### config.mk
export PLATFORM = sky130hd
export DESIGN_NAME = bmpdec_emit
export DESIGN_NICKNAME = d
export VERILOG_FILES = /design/src/hdl/bmpdec_pkg.sv /design/src/hdl/bmpdec_emit.sv
export SDC_FILE = /design/constraint.sdc
export NUM_CORES = 1
export LEC_CHECK = 0
export BUFFER_PORTS_ARGS = -buffer_cell sky130_fd_sc_hd__buf_2
export CORE_ASPECT_RATIO = 1.1
export CORE_UTILIZATION = 48
export DETAILED_ROUTE_END_ITERATION = 6
export PLACE_DENSITY_LB_ADDON = 0.15
export SLEW_MARGIN = 5
export SYNTH_ARGS = -nofsm -noshare
export SYNTH_HDL_FRONTEND = slang
export SYNTH_SLANG_ARGS = --single-unit
### constraint.sdc
create_clock -name clk -period 2.31 [get_ports clk]
set_input_delay 0.231 -clock clk [delete_from_list [all_inputs] [get_ports clk]]
set_output_delay 0.231 -clock clk [all_outputs]
set_load 0.005 [all_outputs]
### src/hdl/bmpdec_pkg.sv
// bmpdec_pkg: shared constants, register and mode codes, and the issue record
// passed from the frame controller to the emit stage of the bitmap decoder.
// No dependencies.
package bmpdec_pkg;

	localparam int CFG_W      = 13;
	localparam int CFG_IDX_W  = 2;
	localparam int COLOR_W    = 24;
	localparam int COORD_W    = 12;
	localparam int COL_W      = 13;
	localparam int ROW_W      = 12;
	localparam int RBC_W      = 14;
	localparam int BYTE_W     = 8;
	localparam int NIB_W      = 4;

	localparam int MAX_WIDTH  = 4096;
	localparam int MAX_HEIGHT = 4096;
	localparam int PALETTE_DEPTH_DEF = 256;

	// configuration register indexes
	localparam logic [CFG_IDX_W-1:0] REG_IMAGE_WIDTH  = 2'd0;
	localparam logic [CFG_IDX_W-1:0] REG_IMAGE_HEIGHT = 2'd1;
	localparam logic [CFG_IDX_W-1:0] REG_PIXEL_MODE   = 2'd2;

	// pixel modes
	localparam logic [1:0] MODE_NIB = 2'd0;
	localparam logic [1:0] MODE_IDX = 2'd1;
	localparam logic [1:0] MODE_RGB = 2'd2;

	// input actions
	localparam logic ACT_PIXEL   = 1'b0;
	localparam logic ACT_PALETTE = 1'b1;

	// byte phases of true-colour mode
	localparam logic [1:0] PH_BLUE  = 2'd0;
	localparam logic [1:0] PH_GREEN = 2'd1;
	localparam logic [1:0] PH_RED   = 2'd2;

	typedef struct packed {
		logic               emit;
		logic               two;
		logic               direct;
		logic               hit0;
		logic               frame_end;
		logic [COORD_W-1:0] x0;
		logic [COORD_W-1:0] y;
		logic [COLOR_W-1:0] rgb;
	} issue_t;

endpackage

### src/hdl/bmpdec_emit.sv
// bmpdec_emit: holds one decoded byte next to the palette read data and
// sends its one or two pixels through the output register.
// Depends on bmpdec_pkg.
module bmpdec_emit
	import bmpdec_pkg::*;
(
	input  logic               clk,
	input  logic               arst_n,
	input  logic               load,
	input  issue_t             issue,
	input  logic [COLOR_W-1:0] rd_a,
	input  logic [COLOR_W-1:0] rd_b,
	output logic               can_accept,
	output logic               out_valid,
	input  logic               out_ready,
	output logic [COORD_W-1:0] pixel_x,
	output logic [COORD_W-1:0] pixel_y,
	output logic [7:0]         red,
	output logic [7:0]         green,
	output logic [7:0]         blue,
	output logic               last_of_item,
	output logic               frame_end
);

	issue_t             s1_q;
	logic               s1_valid_q, s1_sel_q;
	logic               out_load, s1_last;
	logic [COLOR_W-1:0] color;
	logic [COORD_W-1:0] x;

	assign out_load   = s1_valid_q && (!out_valid || out_ready);
	assign s1_last    = !s1_q.two || s1_sel_q;
	assign can_accept = !s1_valid_q || (s1_last && out_load);

	always_comb begin
		if (s1_sel_q) begin
			color = rd_b;
			x     = s1_q.x0 + COORD_W'(1);
		end else begin
			color = s1_q.direct ? s1_q.rgb : (s1_q.hit0 ? rd_a : '0);
			x     = s1_q.x0;
		end
	end

	always_ff @(posedge clk or negedge arst_n) begin
		if (!arst_n) begin
			s1_valid_q <= 1'b0;
			s1_sel_q   <= 1'b0;
		end else if (load) begin
			s1_valid_q <= 1'b1;
			s1_sel_q   <= 1'b0;
		end else if (out_load) begin
			if (s1_last) begin
				s1_valid_q <= 1'b0;
			end else begin
				s1_sel_q <= 1'b1;
			end
		end
	end

	always_ff @(posedge clk) begin
		if (load) begin
			s1_q <= issue;
		end
	end

	always_ff @(posedge clk or negedge arst_n) begin
		if (!arst_n) begin
			out_valid <= 1'b0;
		end else if (out_load) begin
			out_valid <= 1'b1;
		end else if (out_ready) begin
			out_valid <= 1'b0;
		end
	end

	always_ff @(posedge clk) begin
		if (out_load) begin
			pixel_x      <= x;
			pixel_y      <= s1_q.y;
			red          <= color[23:16];
			green        <= color[15:8];
			blue         <= color[7:0];
			last_of_item <= s1_last;
			frame_end    <= s1_last && s1_q.frame_end;
		end
	end

	a_sel_two: assert property (@(posedge clk) disable iff (!arst_n)
		(s1_valid_q && s1_sel_q) |-> s1_q.two)
		else $error("second pixel selected for a one-pixel transaction");

	a_end_is_last: assert property (@(posedge clk) disable iff (!arst_n)
		(out_valid && frame_end) |-> last_of_item)
		else $error("frame end flagged on a pixel that is not last of its byte");

	a_load_room: assert property (@(posedge clk) disable iff (!arst_n)
		load |-> can_accept)
		else $error("byte loaded while the hold stage is still busy");

endmodule

---- Yosys cells after proc, flatten, opt, wreduce, memory -nomap -nowiden ----
Index checks and enable logic that the tools add are counted.
word-level totals
  register bits ........................... 105
  input port bits ......................... 105
  word-level logic and storage cells ...... 45
  output and inout port bits .............. 52
operators by class
  reductions and logical operators ........ 14
  muxes and demuxes ....................... 12
  $add $sub $neg .......................... 1
  eq/ne operators ......................... 1
operator list
  cell                                                             number
  24-bit two-way mux                                               3
  12-bit by 1-bit adder with 12-bit output, second input constant  1
  12-bit two-way mux                                               1
  1-bit two-way mux                                                8
  2-bit nonzero test                                               3
  2-bit AND reduction                                              2
  1-bit logical AND                                                3
  1-bit logical NOT                                                3
  1-bit logical OR                                                 3
  2-bit != test, second input constant                             1

---- Longest topological paths before layout ----
  depth after elaboration ................. 5
  depth in mapped cells ................... 5
  gate-level depth less buffers ........... 4

---- Worst setup path after synthesis ----
OpenSTA, ideal clock, no wires.
  path kind ............................... register to register
  from .................................... reg out_valid
  to ...................................... reg blue[0], enable pin
  setup slack ............................. 0.184 ns
  setup time .............................. 0.413 ns
  data required time ...................... 1.897 ns
  clock period less this slack ............ 2.126 ns
  path buffers ............................ 0
  data arrival time ....................... 1.714 ns
  stages on the path, launching flop included .. 3
  cell sequence ........................... dfrtp_1 nand2b_1 and2_1
on the way
  word-level cells in the longest chain between the ends .. 3
RTL lines
  what                    line               RTL
  start, declared         bmpdec_emit.sv:14  output logic out_valid,
  start signal, assigned  bmpdec_emit.sv:69  out_valid <= 1'b0;
  start signal, assigned  bmpdec_emit.sv:71  out_valid <= 1'b1;
  start signal, assigned  bmpdec_emit.sv:73  out_valid <= 1'b0;
  1-bit logical NOT       bmpdec_emit.sv:31  assign out_load = s1_valid_q && (!out_valid || out_ready);
  1-bit logical OR        bmpdec_emit.sv:31
  1-bit logical AND       bmpdec_emit.sv:31
  via out_load            bmpdec_emit.sv:27  logic out_load, s1_last;
  end signal, assigned    bmpdec_emit.sv:83  blue <= color[7:0];
  end, declared           bmpdec_emit.sv:20  output logic [7:0] blue,
The timed path passes the listed nets, and every way through them passes these cells.
A chain may end at the register's enable or synchronous reset.

---- Worst setup path in the final report ----
  from .................................... reg s1_sel_q
  to ...................................... out can_accept
on the way
  word-level cells in the longest chain between the ends .. 3
RTL lines
  what                    line               RTL
  start, declared         bmpdec_emit.sv:26  logic s1_valid_q, s1_sel_q;
  start signal, assigned  bmpdec_emit.sv:48  s1_sel_q <= 1'b0;
  start signal, assigned  bmpdec_emit.sv:51  s1_sel_q <= 1'b0;
  start signal, assigned  bmpdec_emit.sv:56  s1_sel_q <= 1'b1;
  1-bit logical OR        bmpdec_emit.sv:32  assign s1_last = !s1_q.two || s1_sel_q;
  via s1_last             bmpdec_emit.sv:27
  1-bit logical AND       bmpdec_emit.sv:33  assign can_accept = !s1_valid_q || (s1_last && out_load);
  1-bit logical OR        bmpdec_emit.sv:33
  end, declared           bmpdec_emit.sv:13  output logic can_accept,
The timed path passes the listed nets, and every way through them passes these cells.

==> reports/results.ini <==
[run_status]
status = complete, no violations

[run]
maxCapViolCount = 0

[floorplan]
io_pins = 157
dieArea_um2 = 8490
start_util_pct = 49.3
dieWidth_um = 87.9
core_area_um2 = 7910
std_cell_rows = 34
die_y_um = 96.5

[sta]
holdWs_ps = 42.9
slew_headroom_pct = 44.3
period_needed_ps = 1660
slew_violations = 0
tightest_slew_ps = 832
fmax_mhz = 601
finalSetupViolCount = 0
rsz0062_at_grt = no
fin_ws_ps = 645
fin_worst_skew_ps = 15.4
hold_violations = 0
finalCritPeriodShare_pct = 72.1
tns_ps = 0

[synth]
synth_area_leader_cell = edfxtp_1
ys_warn_count = 0
yosys.cell_types.count = 26
avgSynthCellArea_um2 = 17.0
yosys_register_bits = 105
async_flop_share_pct = 2.86
synth_top_family_by_area = compound AO/OA/AOI/OAI gates
synth-simple-area-share_pct = 7.12
syn_inst = 229
synth_area_leaders = edfxtp_1, a22oi_1, nand2_1, o21ai_0, dfrtp_1
synth_commonest_cells = edfxtp_1, nand2_1, a22oi_1, o21ai_0, xor2_1
synth-edff-count = 102
synth_compound_area_share_pct = 8.05
muxShareOfSynthArea_pct = 0.289
syn-cell-area_um2 = 3900
synth_top_area_share_pct = 78.5
synth_flop_cell = edfxtp_1
ys_seq_area_share_pct = 80.5
synth_fa_ha_area_share_pct = 0.321
yosysMostFrequentCell = edfxtp_1
syn-num-nets = 335
synth_xor_xnor_area_share_pct = 2.47

[critical_path]
path_class = reg -> out
crit_path_max_incr_delay_ps = 510
critPathArrivalTime_ps = 1430
path_cells = nand2b_1 -> a21bo_2 -> buf_2
crit_family = flip-flops
crit_buf_inv = 1
path_max_fanout = 9
start_kind = flop
endpoint_kind = output pin
cp.required_ps = 2080
slowest_stage = dfrtp_1

[drt]
dr.pass1.iters = 4
drtIter0Drc = 40
post-route-drc-count = 0
viasPerCell = 4.74
num_vias = 2381
drtAntennaViolNets = 0
routed_wl_um = 6920
wire_per_inst_um = 13.8

[final_layout]
area_growth_pct = 28.9
layout-drive-gt1-share_pct = 46.2
fillers = 627
n_antenna_cell = 0
final_nets = 495

[pwr]
p_leak_uw = 0.00202
power_density_nw_per_um2 = 781
ir_worst_vdd_uv = 454

[cts]
ctsResizeCount = 0
cts_root_buf = clkbuf_8
cts_sinks = 105
cts_made_buffers = 9
clock_path_buffers = 2
clkLatencyLatePin_ps = 350
htreeDepth = 3
cts.clk_slew.worst_paths_ps = 100
cts_tree = done

[global_routing]
grtUsageMet1_pct = 20.0
grt-ovfl-total = 0
antenna_found_initial = 0
grt_start_max_net_pins = 51
grt_use_met3_pct = 4.76
busiest_layer = met2
grt_pass1_wl_um = 10300
met2_usage_pct = 27.6
first_global_vias = 2196
grtUsageTotal_pct = 16.8

[place]
hpwl_um = 5100
placement.io_buffers = 155
gp_congestion = 0.782
dp_worst_setup_slack_ps = 681

[worst_hold_path]
holdCritPathClass = in -> reg

[metrics by stage]
step           cells  area (µm²)  total power, µW  utilization [%]
5_1_grt          502        5030             4090             63.5
6_report         502        5030             3930             63.5
3_3_place_gp     485        4820             2850             60.9
3_5_place_dp     485        4820             2860             60.9
4_1_cts          502        5030             3970             63.5
2_1_floorplan    229        3900             2600                -
[path summary, 6_finish.rpt]
| check | from | to | slack [ps] | cells after the start |
|---|---|---|---|---|
| min in group asynchronous | arst_n | out_valid | 180 | 2 |
| setup / recovery | s1_sel_q | can_accept | 650 | 3 |
| hold / removal | issue[29] | s1_q[29] | 40 | 1 |
| max in group asynchronous | arst_n | s1_sel_q | 2030 | 2 |
| hold reg to reg | s1_q[30] | pixel_y[6] | 430 | 0 |
| setup reg to reg | s1_q[50] | green[7] | 670 | 3 |
[routing by layer]
metal	vias up	wire, µm
met5	-	0
met2	97	3550
met4	0	178
met3	17	477
met1	1065	2720
li1	1202	-
[where the power goes]
group          internal [µW]  total, µW  switching [µW]
combinational            206        427             222
clock                    511       1110             604
sequential              2320       2380            63.9
[layout by cell type (no fill, tap or decap)]
| cell | Yosys | final |
|---|---|---|
| buf_12 | 0 | 2 |
| xnor2_1 | 4 | 4 |
| a22oi_1 | 23 | 23 |
| xor2_1 | 7 | 7 |
| nand4_1 | 3 | 3 |
| nor4_4 | 1 | 1 |
| clkinv_4 | 0 | 1 |
| nand2_1 | 29 | 29 |
| and3_1 | 1 | 1 |
| edfxtp_1 | 102 | 102 |
| mux2_2 | 1 | 1 |
| ha_1 | 1 | 1 |
| nor3_1 | 2 | 2 |
| buf_2 | 4 | 155 |
| nor2_1 | 4 | 4 |
| and2_2 | 0 | 1 |
| nand4_4 | 2 | 2 |
| dfrtp_1 | 3 | 3 |
| nor2b_2 | 1 | 1 |
| and2_1 | 2 | 1 |
| buf_4 | 1 | 2 |
| clkinv_2 | 0 | 2 |
| bufinv_16 | 0 | 1 |
| o21ai_1 | 3 | 3 |
| dlygate4sd3_1 | 0 | 1 |
| a21oi_1 | 1 | 1 |
| nand2b_1 | 4 | 4 |
| clkbuf_8 | 0 | 9 |
| o21ai_0 | 21 | 21 |
| and3b_1 | 1 | 1 |
| inv_6 | 0 | 3 |
| a31oi_1 | 1 | 1 |
| a21bo_2 | 1 | 1 |
[cells by family after synthesis]
family / count (synthesis)
DFF: 105
xor gates and xnor gates: 11
adders and majority gates: 1
buffers and inverters: 11
AOI/OAI and AO/OA: 50
and+or+nand+nor: 50
muxes: 1
[final cells by class]
class	count	area, µm²	share of cell area, %
clock buffer	9	124	2.46
clock inverter	7	75.1	1.49
multi-input combinational	113	713	14.2
sequential	105	3140	62.4
tap	108	135	2.69
timing repair buffer	160	841	16.7
[flip-flops by register name, indices dropped and copies added, names as in the netlist]
register and count:
frame_end 1, last_of_item 1, pixel_x 12, blue 8, green 8, s1_valid_q 1, s1_q 52, pixel_y 12
s1_sel_q 1, red 8, out_valid 1
[timing repair]
action / CTS / global route
hold buffers: 1 / 0
endpoints found under the hold margin: 3 / 0
endpoints found under the setup margin: 0 / 0
buffers inserted: 0 / 0
Note: power is estimated with default switching activity, not from simulation.
