===== config.mk =====
export PLATFORM = sky130hd
export DESIGN_NAME = bmpdec_frame_ctl
export DESIGN_NICKNAME = d
export VERILOG_FILES = /design/src/hdl/bmpdec_pkg.sv /design/src/hdl/bmpdec_frame_ctl.sv
export SDC_FILE = /design/constraint.sdc
export NUM_CORES = 1
export LEC_CHECK = 0
export BUFFER_PORTS_ARGS = -buffer_cell sky130_fd_sc_hd__buf_4
export CORE_MARGIN = 4
export CORE_UTILIZATION = 50
export DETAILED_ROUTE_END_ITERATION = 7
export PLACE_DENSITY = 0.7
export SLEW_MARGIN = 20
export SYNTH_ARGS = -nofsm -noshare
export SYNTH_HDL_FRONTEND = slang
export SYNTH_SLANG_ARGS = --single-unit

===== constraint.sdc =====
create_clock -name clk -period 9.5 [get_ports clk]
set_input_delay 1.425 -clock clk [delete_from_list [all_inputs] [get_ports clk]]
set_output_delay 1.425 -clock clk [all_outputs]
set_load 0.005 [all_outputs]

===== src/hdl/bmpdec_pkg.sv =====
// bmpdec_pkg: shared constants, register and mode codes, and the issue record
// passed from the frame controller to the emit stage of the bitmap decoder.
// No dependencies.
package bmpdec_pkg;

	localparam int CFG_W      = 13;
	localparam int CFG_IDX_W  = 2;
	localparam int COLOR_W    = 24;
	localparam int COORD_W    = 12;
	localparam int COL_W      = 13;
	localparam int ROW_W      = 12;
	localparam int RBC_W      = 14;
	localparam int BYTE_W     = 8;
	localparam int NIB_W      = 4;

	localparam int MAX_WIDTH  = 4096;
	localparam int MAX_HEIGHT = 4096;
	localparam int PALETTE_DEPTH_DEF = 256;

	// configuration register indexes
	localparam logic [CFG_IDX_W-1:0] REG_IMAGE_WIDTH  = 2'd0;
	localparam logic [CFG_IDX_W-1:0] REG_IMAGE_HEIGHT = 2'd1;
	localparam logic [CFG_IDX_W-1:0] REG_PIXEL_MODE   = 2'd2;

	// pixel modes
	localparam logic [1:0] MODE_NIB = 2'd0;
	localparam logic [1:0] MODE_IDX = 2'd1;
	localparam logic [1:0] MODE_RGB = 2'd2;

	// input actions
	localparam logic ACT_PIXEL   = 1'b0;
	localparam logic ACT_PALETTE = 1'b1;

	// byte phases of true-colour mode
	localparam logic [1:0] PH_BLUE  = 2'd0;
	localparam logic [1:0] PH_GREEN = 2'd1;
	localparam logic [1:0] PH_RED   = 2'd2;

	typedef struct packed {
		logic               emit;
		logic               two;
		logic               direct;
		logic               hit0;
		logic               frame_end;
		logic [COORD_W-1:0] x0;
		logic [COORD_W-1:0] y;
		logic [COLOR_W-1:0] rgb;
	} issue_t;

endpackage


===== src/hdl/bmpdec_frame_ctl.sv =====
// bmpdec_frame_ctl: configuration registers and frame position counters;
// decodes each accepted pixel byte into an issue record and palette indices.
// Depends on bmpdec_pkg.
module bmpdec_frame_ctl
	import bmpdec_pkg::*;
#(
	parameter int PALETTE_DEPTH = PALETTE_DEPTH_DEF
) (
	input  logic                 clk,
	input  logic                 arst_n,
	input  logic                 cfg_fire,
	input  logic [CFG_IDX_W-1:0] cfg_index,
	input  logic [CFG_W-1:0]     cfg_data,
	input  logic                 data_fire,
	input  logic [BYTE_W-1:0]    data_byte,
	output issue_t               issue,
	output logic [BYTE_W-1:0]    idx_a,
	output logic [NIB_W-1:0]     idx_b
);

	logic [COL_W-1:0] w_q, h_q;
	logic [1:0]       mode_q;
	logic [COL_W-1:0] col_q;
	logic [ROW_W-1:0] row_q;
	logic [RBC_W-1:0] rbc_q;
	logic [1:0]       phase_q;
	logic [15:0]      held_q;
	logic             started_q, done_q;

	logic [COL_W-1:0] col, col_plus1, col_new;
	logic [ROW_W-1:0] row;
	logic [RBC_W-1:0] rbc, rbc_new, row_bytes, padded;
	logic [1:0]       phase, phase_new;
	logic [15:0]      held, held_new;
	logic             in_range, row_done, last_row, emit, two, direct;
	logic [COLOR_W-1:0] rgb;
	logic             step;

	function automatic logic [COL_W-1:0] clamp_dim(input logic [CFG_W-1:0] v, input int maxv);
		logic [COL_W-1:0] r;
		r = COL_W'(v);
		if (v == '0) begin
			r = COL_W'(1);
		end else if (32'(v) > maxv) begin
			r = COL_W'(maxv);
		end
		return r;
	endfunction

	// a new frame starts from the top row at column zero
	assign col   = started_q ? col_q : '0;
	assign row   = started_q ? row_q : ROW_W'(h_q - COL_W'(1));
	assign rbc   = started_q ? rbc_q : '0;
	assign phase = started_q ? phase_q : PH_BLUE;
	assign held  = held_q;

	always_comb begin
		unique case (mode_q)
			MODE_NIB: row_bytes = RBC_W'(({1'b0, w_q} + 14'd1) >> 1);
			MODE_IDX: row_bytes = RBC_W'(w_q);
			default:  row_bytes = RBC_W'({w_q, 1'b0}) + RBC_W'(w_q);
		endcase
		padded = (row_bytes + RBC_W'(3)) & ~RBC_W'(3);
	end

	assign col_plus1 = col + COL_W'(1);
	assign in_range  = col < w_q;

	always_comb begin
		emit      = 1'b0;
		two       = 1'b0;
		direct    = 1'b0;
		col_new   = col;
		phase_new = phase;
		held_new  = held;
		rgb       = {data_byte, held};
		if (in_range) begin
			unique case (mode_q)
				MODE_NIB: begin
					emit = 1'b1;
					if (col_plus1 < w_q) begin
						two     = 1'b1;
						col_new = col + COL_W'(2);
					end else begin
						col_new = col_plus1;
					end
				end
				MODE_IDX: begin
					emit    = 1'b1;
					col_new = col_plus1;
				end
				default: begin
					unique case (phase)
						PH_BLUE: begin
							held_new  = {8'h00, data_byte};
							phase_new = PH_GREEN;
						end
						PH_GREEN: begin
							held_new  = {data_byte, held[7:0]};
							phase_new = PH_RED;
						end
						default: begin
							emit      = 1'b1;
							direct    = 1'b1;
							col_new   = col_plus1;
							phase_new = PH_BLUE;
							held_new  = '0;
						end
					endcase
				end
			endcase
		end
	end

	assign rbc_new  = rbc + RBC_W'(1);
	assign row_done = col_new >= w_q;
	assign last_row = row == '0;
	assign step     = data_fire && !done_q;

	always_comb begin
		issue.emit      = emit && !done_q;
		issue.two       = two;
		issue.direct    = direct;
		issue.hit0      = (mode_q == MODE_IDX) ? (32'(data_byte) < PALETTE_DEPTH) : 1'b1;
		issue.frame_end = row_done && last_row;
		issue.x0        = col[COORD_W-1:0];
		issue.y         = row;
		issue.rgb       = rgb;
		idx_a = (mode_q == MODE_NIB) ? {4'h0, data_byte[7:4]} : data_byte;
		idx_b = data_byte[3:0];
	end

	always_ff @(posedge clk or negedge arst_n) begin
		if (!arst_n) begin
			w_q       <= COL_W'(1);
			h_q       <= COL_W'(1);
			mode_q    <= MODE_RGB;
			col_q     <= '0;
			row_q     <= '0;
			rbc_q     <= '0;
			phase_q   <= PH_BLUE;
			held_q    <= '0;
			started_q <= 1'b0;
			done_q    <= 1'b0;
		end else if (cfg_fire && (cfg_index == REG_IMAGE_WIDTH || cfg_index == REG_IMAGE_HEIGHT
				|| cfg_index == REG_PIXEL_MODE)) begin
			unique case (cfg_index)
				REG_IMAGE_WIDTH:  w_q <= clamp_dim(cfg_data, MAX_WIDTH);
				REG_IMAGE_HEIGHT: h_q <= clamp_dim(cfg_data, MAX_HEIGHT);
				default:          mode_q <= (cfg_data[1:0] == MODE_NIB || cfg_data[1:0] == MODE_IDX)
					? cfg_data[1:0] : MODE_RGB;
			endcase
			// a write to any of the three registers restarts the frame
			col_q     <= '0;
			row_q     <= '0;
			rbc_q     <= '0;
			phase_q   <= PH_BLUE;
			held_q    <= '0;
			started_q <= 1'b0;
			done_q    <= 1'b0;
		end else if (step) begin
			started_q <= 1'b1;
			held_q    <= held_new;
			priority if (row_done && last_row) begin
				done_q  <= 1'b1;
				col_q   <= col_new;
				row_q   <= row;
				rbc_q   <= rbc_new;
				phase_q <= phase_new;
			end else if (row_done && rbc_new >= padded) begin
				row_q   <= row - ROW_W'(1);
				col_q   <= '0;
				rbc_q   <= '0;
				phase_q <= PH_BLUE;
			end else begin
				col_q   <= col_new;
				row_q   <= row;
				rbc_q   <= rbc_new;
				phase_q <= phase_new;
			end
		end
	end

	a_done_no_emit: assert property (@(posedge clk) disable iff (!arst_n)
		done_q |-> !issue.emit)
		else $error("pixel issued after end of frame");

	a_col_bound: assert property (@(posedge clk) disable iff (!arst_n)
		started_q |-> col_q <= w_q)
		else $error("column counter beyond image width");

	a_row_bound: assert property (@(posedge clk) disable iff (!arst_n)
		started_q |-> COL_W'(row_q) < h_q)
		else $error("row counter beyond image height");

endmodule


* Yosys cells after proc, flatten, opt, wreduce, memory -nomap -nowiden
Index checks and enable logic that the tools add are counted.
Operators by class: equality and inequality tests 7, add/sub/neg operators 8, mux-type cells 50, bitwise operators 1, reductions and logical operators 27, $lt $le $gt $ge 5
Operator list (count):
- $mux 13 | 10
- $mux 14 | 5
- $mux 16 | 4
- $mux 12 | 5
- $pmux 16 s2 | 1
- $pmux 14 s2 | 1
- $lt 13x13->1 | 2
- $pmux 13 s2 | 1
- $sub 12x1->12 const B | 2
- $mux 2 | 8
- $add 13x1->14 const B | 1
- $add 14x1->14 const B | 1
- $add 14x13->14 | 1
- $add 14x2->14 const B | 1
- $ge 14x14->1 | 1
- $add 13x1->13 const B | 1
- $add 13x2->13 const B | 1
- $ge 13x13->1 | 1
- $gt 13x13->1 const B | 1
- $logic_not 13->1 | 1
- $mux 1 | 13
- $logic_not 12->1 | 1
- $eq 2x1->1 const B | 4
- $logic_not 2->1 | 4
- other kinds (14) | 27
Storage, ports and cells: word-level logic and storage cells 109, bits of input ports 27, bits in registers 86, output and inout bits 65

* Depth between registers and ports, before layout
Gate-level depths: netlist of run 1.
word-level depth 12, depth in mapped cells 30

* Worst setup path after synthesis of run 1
Ideal clock, no wire load.
path type flip-flop to output port, start point register started_q, end point output port issue[48] in the netlist's numbering, data arrival time 6391 ps, setup slack 1684 ps, cell stages (with the launch flop) 28, path buffers 7, path through dfrtp_1 clkbuf_1 clkbuf_1 clkbuf_1 clkbuf_1 clkbuf_1 clkbuf_1 and2_1 ha_1 and4_1 nand4_1 nor3_1 xnor2_1 ha_1 nand4_1 or2_2 o32a_1 nand3_1 clkbuf_1 o21ai_0 a221o_1 o21ai_0 ha_1 nand2_1 or3_1 a21oi_1 nor2_1 nor4_1
RTL lines:
- start: declaration | line bmpdec_frame_ctl.sv:28 | logic started_q, done_q;
- start signal: assignment | line bmpdec_frame_ctl.sv:143 | started_q <= 1'b0;
- start signal: assignment | line bmpdec_frame_ctl.sv:159 | started_q <= 1'b0;
- start signal: assignment | line bmpdec_frame_ctl.sv:162 | started_q <= 1'b1;
- end: declaration | line bmpdec_frame_ctl.sv:16 | output issue_t issue,

==> impl_metrics.env, run 1 <==
export IMPL_die_h_um=132
export IMPL_synth_top_area_share_pct=27.0
export IMPL_route_detailed_drc=0
export IMPL_cpPeakStageDelay_ps=750
export IMPL_clock_skew_final_ps=7.67
export IMPL_hold_violations=0
export IMPL_grt_max_degree=74
export IMPL_clk_latency_ps=340
export IMPL_boundaryPins=92
export IMPL_vias_per_cell=6.14
export IMPL_power_density_nw_per_um2=206
export IMPL_maxCapViolations=0
export IMPL_routedWlPerCell_um=18.7
export IMPL_post_route_min_period_ps=8170
export IMPL_synth_nets=1066
export IMPL_cp_start_kind="flop"
export IMPL_post_route_util_pct=57.4
export IMPL_cts_resized=0
export IMPL_synth_seq_cells=86
export IMPL_vias=7441
export IMPL_max_freq_mhz=122
export IMPL_synth_seq_area_share_pct=28.0
export IMPL_track_usage_pct=25.8
export IMPL_port_buffers=90
export IMPL_finalSetupViolCount=0
export IMPL_crit_slowest_cell="dfrtp_2"
export IMPL_crit_required_ps=8080
export IMPL_synth_most_common_cell="nand2_1"
export IMPL_path_clk_slew_ps=60
export IMPL_place_congestion=0.985
export IMPL_drt_iter0_markers=672
export IMPL_netlist_instances=974
export IMPL_cts_root_buf="clkbuf_16"
export IMPL_syn_cell_area_um2=7700
export IMPL_hold_class="flop to flop"
export IMPL_ant_nets=0
export IMPL_ir_drop_v=0.000130
export IMPL_die_w_um=132
export IMPL_avgSynthCellArea_um2=7.91
export IMPL_grt_pass1_wl_um=36900
export IMPL_outcome="finished, final reports clean"
export IMPL_start_util_pct=50.9
export IMPL_h_tree_depth=3
export IMPL_crit_type="flop to primary output"
export IMPL_power_leakage_nw=3.94
export IMPL_die_area_um2=17500
export IMPL_stdcell_area_um2=8700
export IMPL_cts_tree="done"
export IMPL_synth_top_cell_by_area="dfrtp_1"
export IMPL_postPlaceCellArea_um2=8370
export IMPL_period_share_pct=86.0
export IMPL_clockBufferDepth=2
export IMPL_path_cells="buf_4 > nand2_1 > nor3_1 > nor3b_1 > nand2_1 > xnor2_1 > ha_1 > o21ai_0 > nor2_1 > nor3_1 > nand3_1 > o21ai_0 > a221o_1 > o21ai_0 > ha_1 > nand2_1 > or3_1 > a21oi_1 > nor2_1 > nor4_1 > buf_4"
export IMPL_numCtsBuffers=9
export IMPL_synth_common_cells="nand2_1 (139), o21ai_0 (89), dfrtp_1 (83)"
export IMPL_hold_buffers=0
export IMPL_synth_edff_count=0
export IMPL_synth_main_ff_cell="dfrtp_1"
export IMPL_worst_ep_arrival_time_ps=6750
export IMPL_slew_headroom_pct=29.9
export IMPL_synth_async_reset_ratio_pct=100
export IMPL_row_count=45
export IMPL_tns_ps=0
export IMPL_dr_pass1_iters=5
export IMPL_finalMaxSlewViolations=0
export IMPL_cp_end_kind="primary output"
export IMPL_n_antenna_cell=0
export IMPL_postCtsSetupRepairBufs=0
export IMPL_nFillCells=1415
export IMPL_core_area_um2=15100
export IMPL_overflow=0
export IMPL_crit_fanout=33
export IMPL_worstMarginPinSlew_ps=1050
export IMPL_dpl_hpwl_um=16900
export IMPL_ys_types=75
export IMPL_ys_warn_count=0
export IMPL_areaGrowthSynthToFinish_pct=12.9
export IMPL_cts_sinks=86
export IMPL_rsz0062_at_grt="no"
export IMPL_synth_area_top_cells="dfrtp_1 (27%), ha_1 (10%), nand2_1 (6.8%)"
export IMPL_layout_nets=1110
export IMPL_routed_wirelength_um=22600
export IMPL_first_global_vias=6970
export IMPL_drive_above_1_share_pct=13.6
export IMPL_antenna_found_initial=0
==> logic make-up after synthesis <==
kind of cell / share of synthesized area, %
compound gates: 22.7
xor+xnor: 7.05
fa+ha+maj: 10.7
buf+inv: 5.93
flops: 28.0
mux: 2.23
other cells: 0.0487
simple gates: 23.4
==> layer usage <==
layer | track usage [%] | part of all wire [%] | up-vias
met2 | 41.0 | 46 | 257
met3 | 4.39 | 5.8 | 39
li1 | - | - | 3585
met1 | 36.0 | 46 | 3560
met5 | 0 | 0 | -
met4 | 7.76 | 2.3 | 0
==> where the power goes <==
part           leakage [nW]  internal [W]  switching, W
combinational          2.65      0.000376      0.000520
sequential             1.13      0.000423     0.0000900
clock                 0.153      0.000221      0.000158
total                  3.94       0.00102      0.000768
==> cell type report <==
type / instances / area, um^2 / share of cell area (%)
clock inverters: 5 / 63.8 / 0.734
flip-flops and latches: 86 / 2160 / 24.8
well taps: 188 / 235 / 2.71
repair buffers: 96 / 721 / 8.29
inverters: 41 / 154 / 1.77
clock buffers: 11 / 253 / 2.91
multi-input cells: 784 / 5110 / 58.8
==> through the flow <==
step	hold WS, ps	total power (W)	cells	worst slack [ps]
2_1_floorplan	464	0.00112	974	1680
5_1_grt	507	0.00193	1211	546
4_1_cts	487	0.00178	1211	1390
3_3_place_gp	463	0.00139	1195	1990
6_report	481	0.00179	1211	1330
3_5_place_dp	472	0.00139	1195	1780
==> flip-flops by register name (all words and copies together), names as in the netlist <==
register   flops
row_q         12
mode_q         2
started_q      1
held          16
done_q         1
col_q         13
w_q           13
phase_q        2
h_q           12
rbc_q         14
==> placed cells by master (no fill, tap or decap), drive strengths merged, types with 4 or more instances in the layout <==
master / netlist / final
a211oi: 7 / 7
a21boi: 4 / 4
a21o: 15 / 15
a21oi: 53 / 53
a22o: 22 / 22
a22oi: 4 / 4
a31o: 4 / 4
a31oi: 10 / 10
and2: 12 / 12
and3: 7 / 7
and4: 4 / 4
buf: 21 / 96
clkbuf: 42 / 11
dfrtp: 83 / 83
ha: 64 / 64
inv: 41 / 43
mux2: 9 / 9
mux2i: 7 / 7
nand2: 139 / 139
nand2b: 18 / 18
nand3: 39 / 39
nand3b: 5 / 5
nand4: 15 / 15
nor2: 62 / 62
nor2b: 10 / 10
nor3: 16 / 16
nor3b: 4 / 4
nor4: 11 / 11
o211ai: 9 / 9
o21a: 7 / 7
o21ai: 92 / 92
o31ai: 6 / 6
or3: 12 / 12
or4: 6 / 6
xnor2: 42 / 42
xor2: 20 / 20
==> critical path, delay by kind of cell, from the launching register on <==
family,cells,cell delay (ps)
AOI/OAI and AO/OA,5,940
xor gates and xnor gates,1,220
adders and majority gates,2,600
buffers and inverters,2,640
DFF,1,750
and+or+nand+nor,11,3240
==> worst paths after layout <==
path                       depth (start not counted)                  start                     to  slack [ps]
max                                               21  started_q$_DFFE_PN0P_              issue[48]        1330
min                                                2    held[1]$_DFFE_PN0P_    held[1]$_DFFE_PN0P_         480
max reg2reg                                       22  started_q$_DFFE_PN0P_   col_q[6]$_DFFE_PN0P_        1960
min reg2reg                                        2    held[1]$_DFFE_PN0P_    held[1]$_DFFE_PN0P_         480
min in group asynchronous                          1                 arst_n  mode_q[0]$_DFFE_PN0P_         930
max in group asynchronous                          2                 arst_n  started_q$_DFFE_PN0P_        7320
Power figures use the tool's default switching activity.
==> run 2, diff against run 1 <==
Settings changed: CELL_PAD_IN_SITES_DETAIL_PLACEMENT from default to 0, CELL_PAD_IN_SITES_GLOBAL_PLACEMENT from default to 1, CORE_UTILIZATION 50 to 45, PLACE_DENSITY 0.7 to default, PLACE_DENSITY_LB_ADDON from default to 0.1.
==> impl_metrics.env, run 2 (synthesized netlist as in run 1, its figures left out) <==
export IMPL_outcome="finished, final reports clean"
export IMPL_period_share_pct=84.5
export IMPL_grt_pass1_wl_um=37200
export IMPL_cts_resized=0
export IMPL_die_h_um=139
export IMPL_seq_area_um2=2160
export IMPL_maxCapViolations=0
export IMPL_power_switching_w=0.000790
export IMPL_boundaryPins=92
export IMPL_worst_ep_arrival_time_ps=6600
export IMPL_vias_per_cell=5.87
export IMPL_start_util_pct=46.1
export IMPL_h_tree_depth=3
export IMPL_ir_drop_v=0.000118
export IMPL_drt_iter0_markers=492
export IMPL_layout_nets=1111
export IMPL_power_leakage_nw=3.94
export IMPL_row_count=47
export IMPL_crit_required_ps=8080
export IMPL_first_global_vias=6698
export IMPL_place_congestion=0.943
export IMPL_max_freq_mhz=125
export IMPL_multiInputGateArea_um2=5110
export IMPL_areaGrowthSynthToFinish_pct=13.4
export IMPL_nFillCells=1689
export IMPL_path_clk_slew_ps=70
export IMPL_cp_end_kind="primary output"
export IMPL_slew_headroom_pct=30.4
export IMPL_clk_latency_ps=360
export IMPL_hold_violations=0
export IMPL_cts_sinks=86
export IMPL_clockBufferDepth=2
export IMPL_postCtsSetupRepairBufs=0
export IMPL_crit_fanout=16
export IMPL_rsz0062_at_grt="no"
export IMPL_vias=7303
export IMPL_hold_class="flop to flop"
export IMPL_final_cell_mix="nand2_1 (139), buf_4 (97), o21ai_0 (89)"
export IMPL_numCtsBuffers=9
export IMPL_post_route_min_period_ps=8020
export IMPL_place_ws_ps=1970
export IMPL_cts_root_buf="clkbuf_16"
export IMPL_hold_buffers=0
export IMPL_cts_tree="done"
export IMPL_layout_cells_most_common="nand2_1"
export IMPL_dr_pass1_iters=7
export IMPL_cp_start_kind="flop"
export IMPL_finalMaxSlewViolations=0
export IMPL_post_route_util_pct=52.3
export IMPL_worstMarginPinSlew_ps=1040
export IMPL_grt_max_degree=63
export IMPL_combPwrFrac_pct=50.1
export IMPL_die_w_um=139
export IMPL_largest_reg_flops=16
export IMPL_swShare_pct=43.9
export IMPL_antenna_found_initial=0
export IMPL_power_density_nw_per_um2=206
export IMPL_internal_power_w=0.00101
export IMPL_dpl_hpwl_um=17700
export IMPL_track_usage_pct=23.6
export IMPL_ant_nets=0
export IMPL_routed_wirelength_um=23200
export IMPL_die_area_um2=19300
export IMPL_routedWlPerCell_um=18.6
export IMPL_tns_ps=0
export IMPL_route_detailed_drc=0
export IMPL_crit_type="flop to primary output"
export IMPL_core_area_um2=16700
export IMPL_overflow=0
export IMPL_drive_above_1_share_pct=13.7
export IMPL_clkPwrFrac_pct=21.6
export IMPL_port_buffers=90
export IMPL_seqPwrFrac_pct=28.3
export IMPL_fin_ws_ps=1480
export IMPL_clock_skew_final_ps=7.95
export IMPL_finalSetupViolCount=0
export IMPL_n_antenna_cell=0
==> run 2: cell count changes in the layout (fill, tap and decap cells not counted), sizes merged <==
cell      before  now
clkbuf        11    9
clkinvlp       1    0
buf           96   97
inv           43   46
==> run 2: area by class of cell <==
type                            instances  area share, %
Clock buffer                            9           2.58
Clock inverter                          7           1.00
Inverter                               41           1.76
Multi-Input combinational cell        784           58.5
Sequential cell                        86           24.7
Tap cell                              220           3.15
Timing Repair Buffer                   97           8.34
==> run 2: through the flow <==
stage          cells  total power, W  hold slack, ps  area [um^2]
6_report        1244         0.00180             481         8730
5_1_grt         1244         0.00193             505         8730
3_5_place_dp    1228         0.00140             472         8410
3_3_place_gp    1228         0.00140             462         8410
4_1_cts         1244         0.00180             488         8720
2_1_floorplan    974         0.00112             464         7700
==> run 2: path summary, 6_finish.rpt <==
kind	start	endpoint	slack, ps	depth (start not counted)
max	col_q[0]$_DFFE_PN0P_	issue[48]	1480	21
min	held[3]$_DFFE_PN0P_	held[3]$_DFFE_PN0P_	480	2
max reg2reg	col_q[0]$_DFFE_PN0P_	col_q[6]$_DFFE_PN0P_	2070	23
min reg2reg	held[3]$_DFFE_PN0P_	held[3]$_DFFE_PN0P_	480	2
max in group asynchronous	arst_n	started_q$_DFFE_PN0P_	7350	2
min in group asynchronous	arst_n	col_q[1]$_DFFE_PN0P_	970	1
==> run 2: power groups by stage <==
stage	combinational [W]	sequential, W	clock [W]
after floorplan	0.000647	0.000471	0
after global placement	0.000889	0.000515	0
after detailed placement	0.000888	0.000514	0
after CTS	0.000893	0.000507	0.000396
after global routing	0.00100	0.000521	0.000410
final	0.000901	0.000510	0.000388
==> run 2: worst max-delay path: stages (launching register included) <==
cell and delay (ps):
dfrtp_1 690, and2_1 280, ha_1 320, and4_1 290, nand4_1 230, nor3_1 420, xnor2_1 190, ha_1 270
nand4_1 140, nor3_1 70, nor3_1 410, nand3_1 520, o21ai_0 310, a221o_1 160, o21ai_0 130, ha_1 360
nand2_1 70, or3_1 370, a21oi_1 220, nor2_1 100, nor4_1 490, buf_4 200
==> run 2: per-layer routing <==
| layer | share of wire, % | track usage (%) | vias to the layer above |
|---|---|---|---|
| met5 | 0 | 0 | - |
| met4 | 1.7 | 5.46 | 0 |
| met3 | 4.9 | 4.00 | 38 |
| met2 | 46 | 37.4 | 230 |
| met1 | 47 | 33.7 | 3445 |
| li1 | - | - | 3590 |
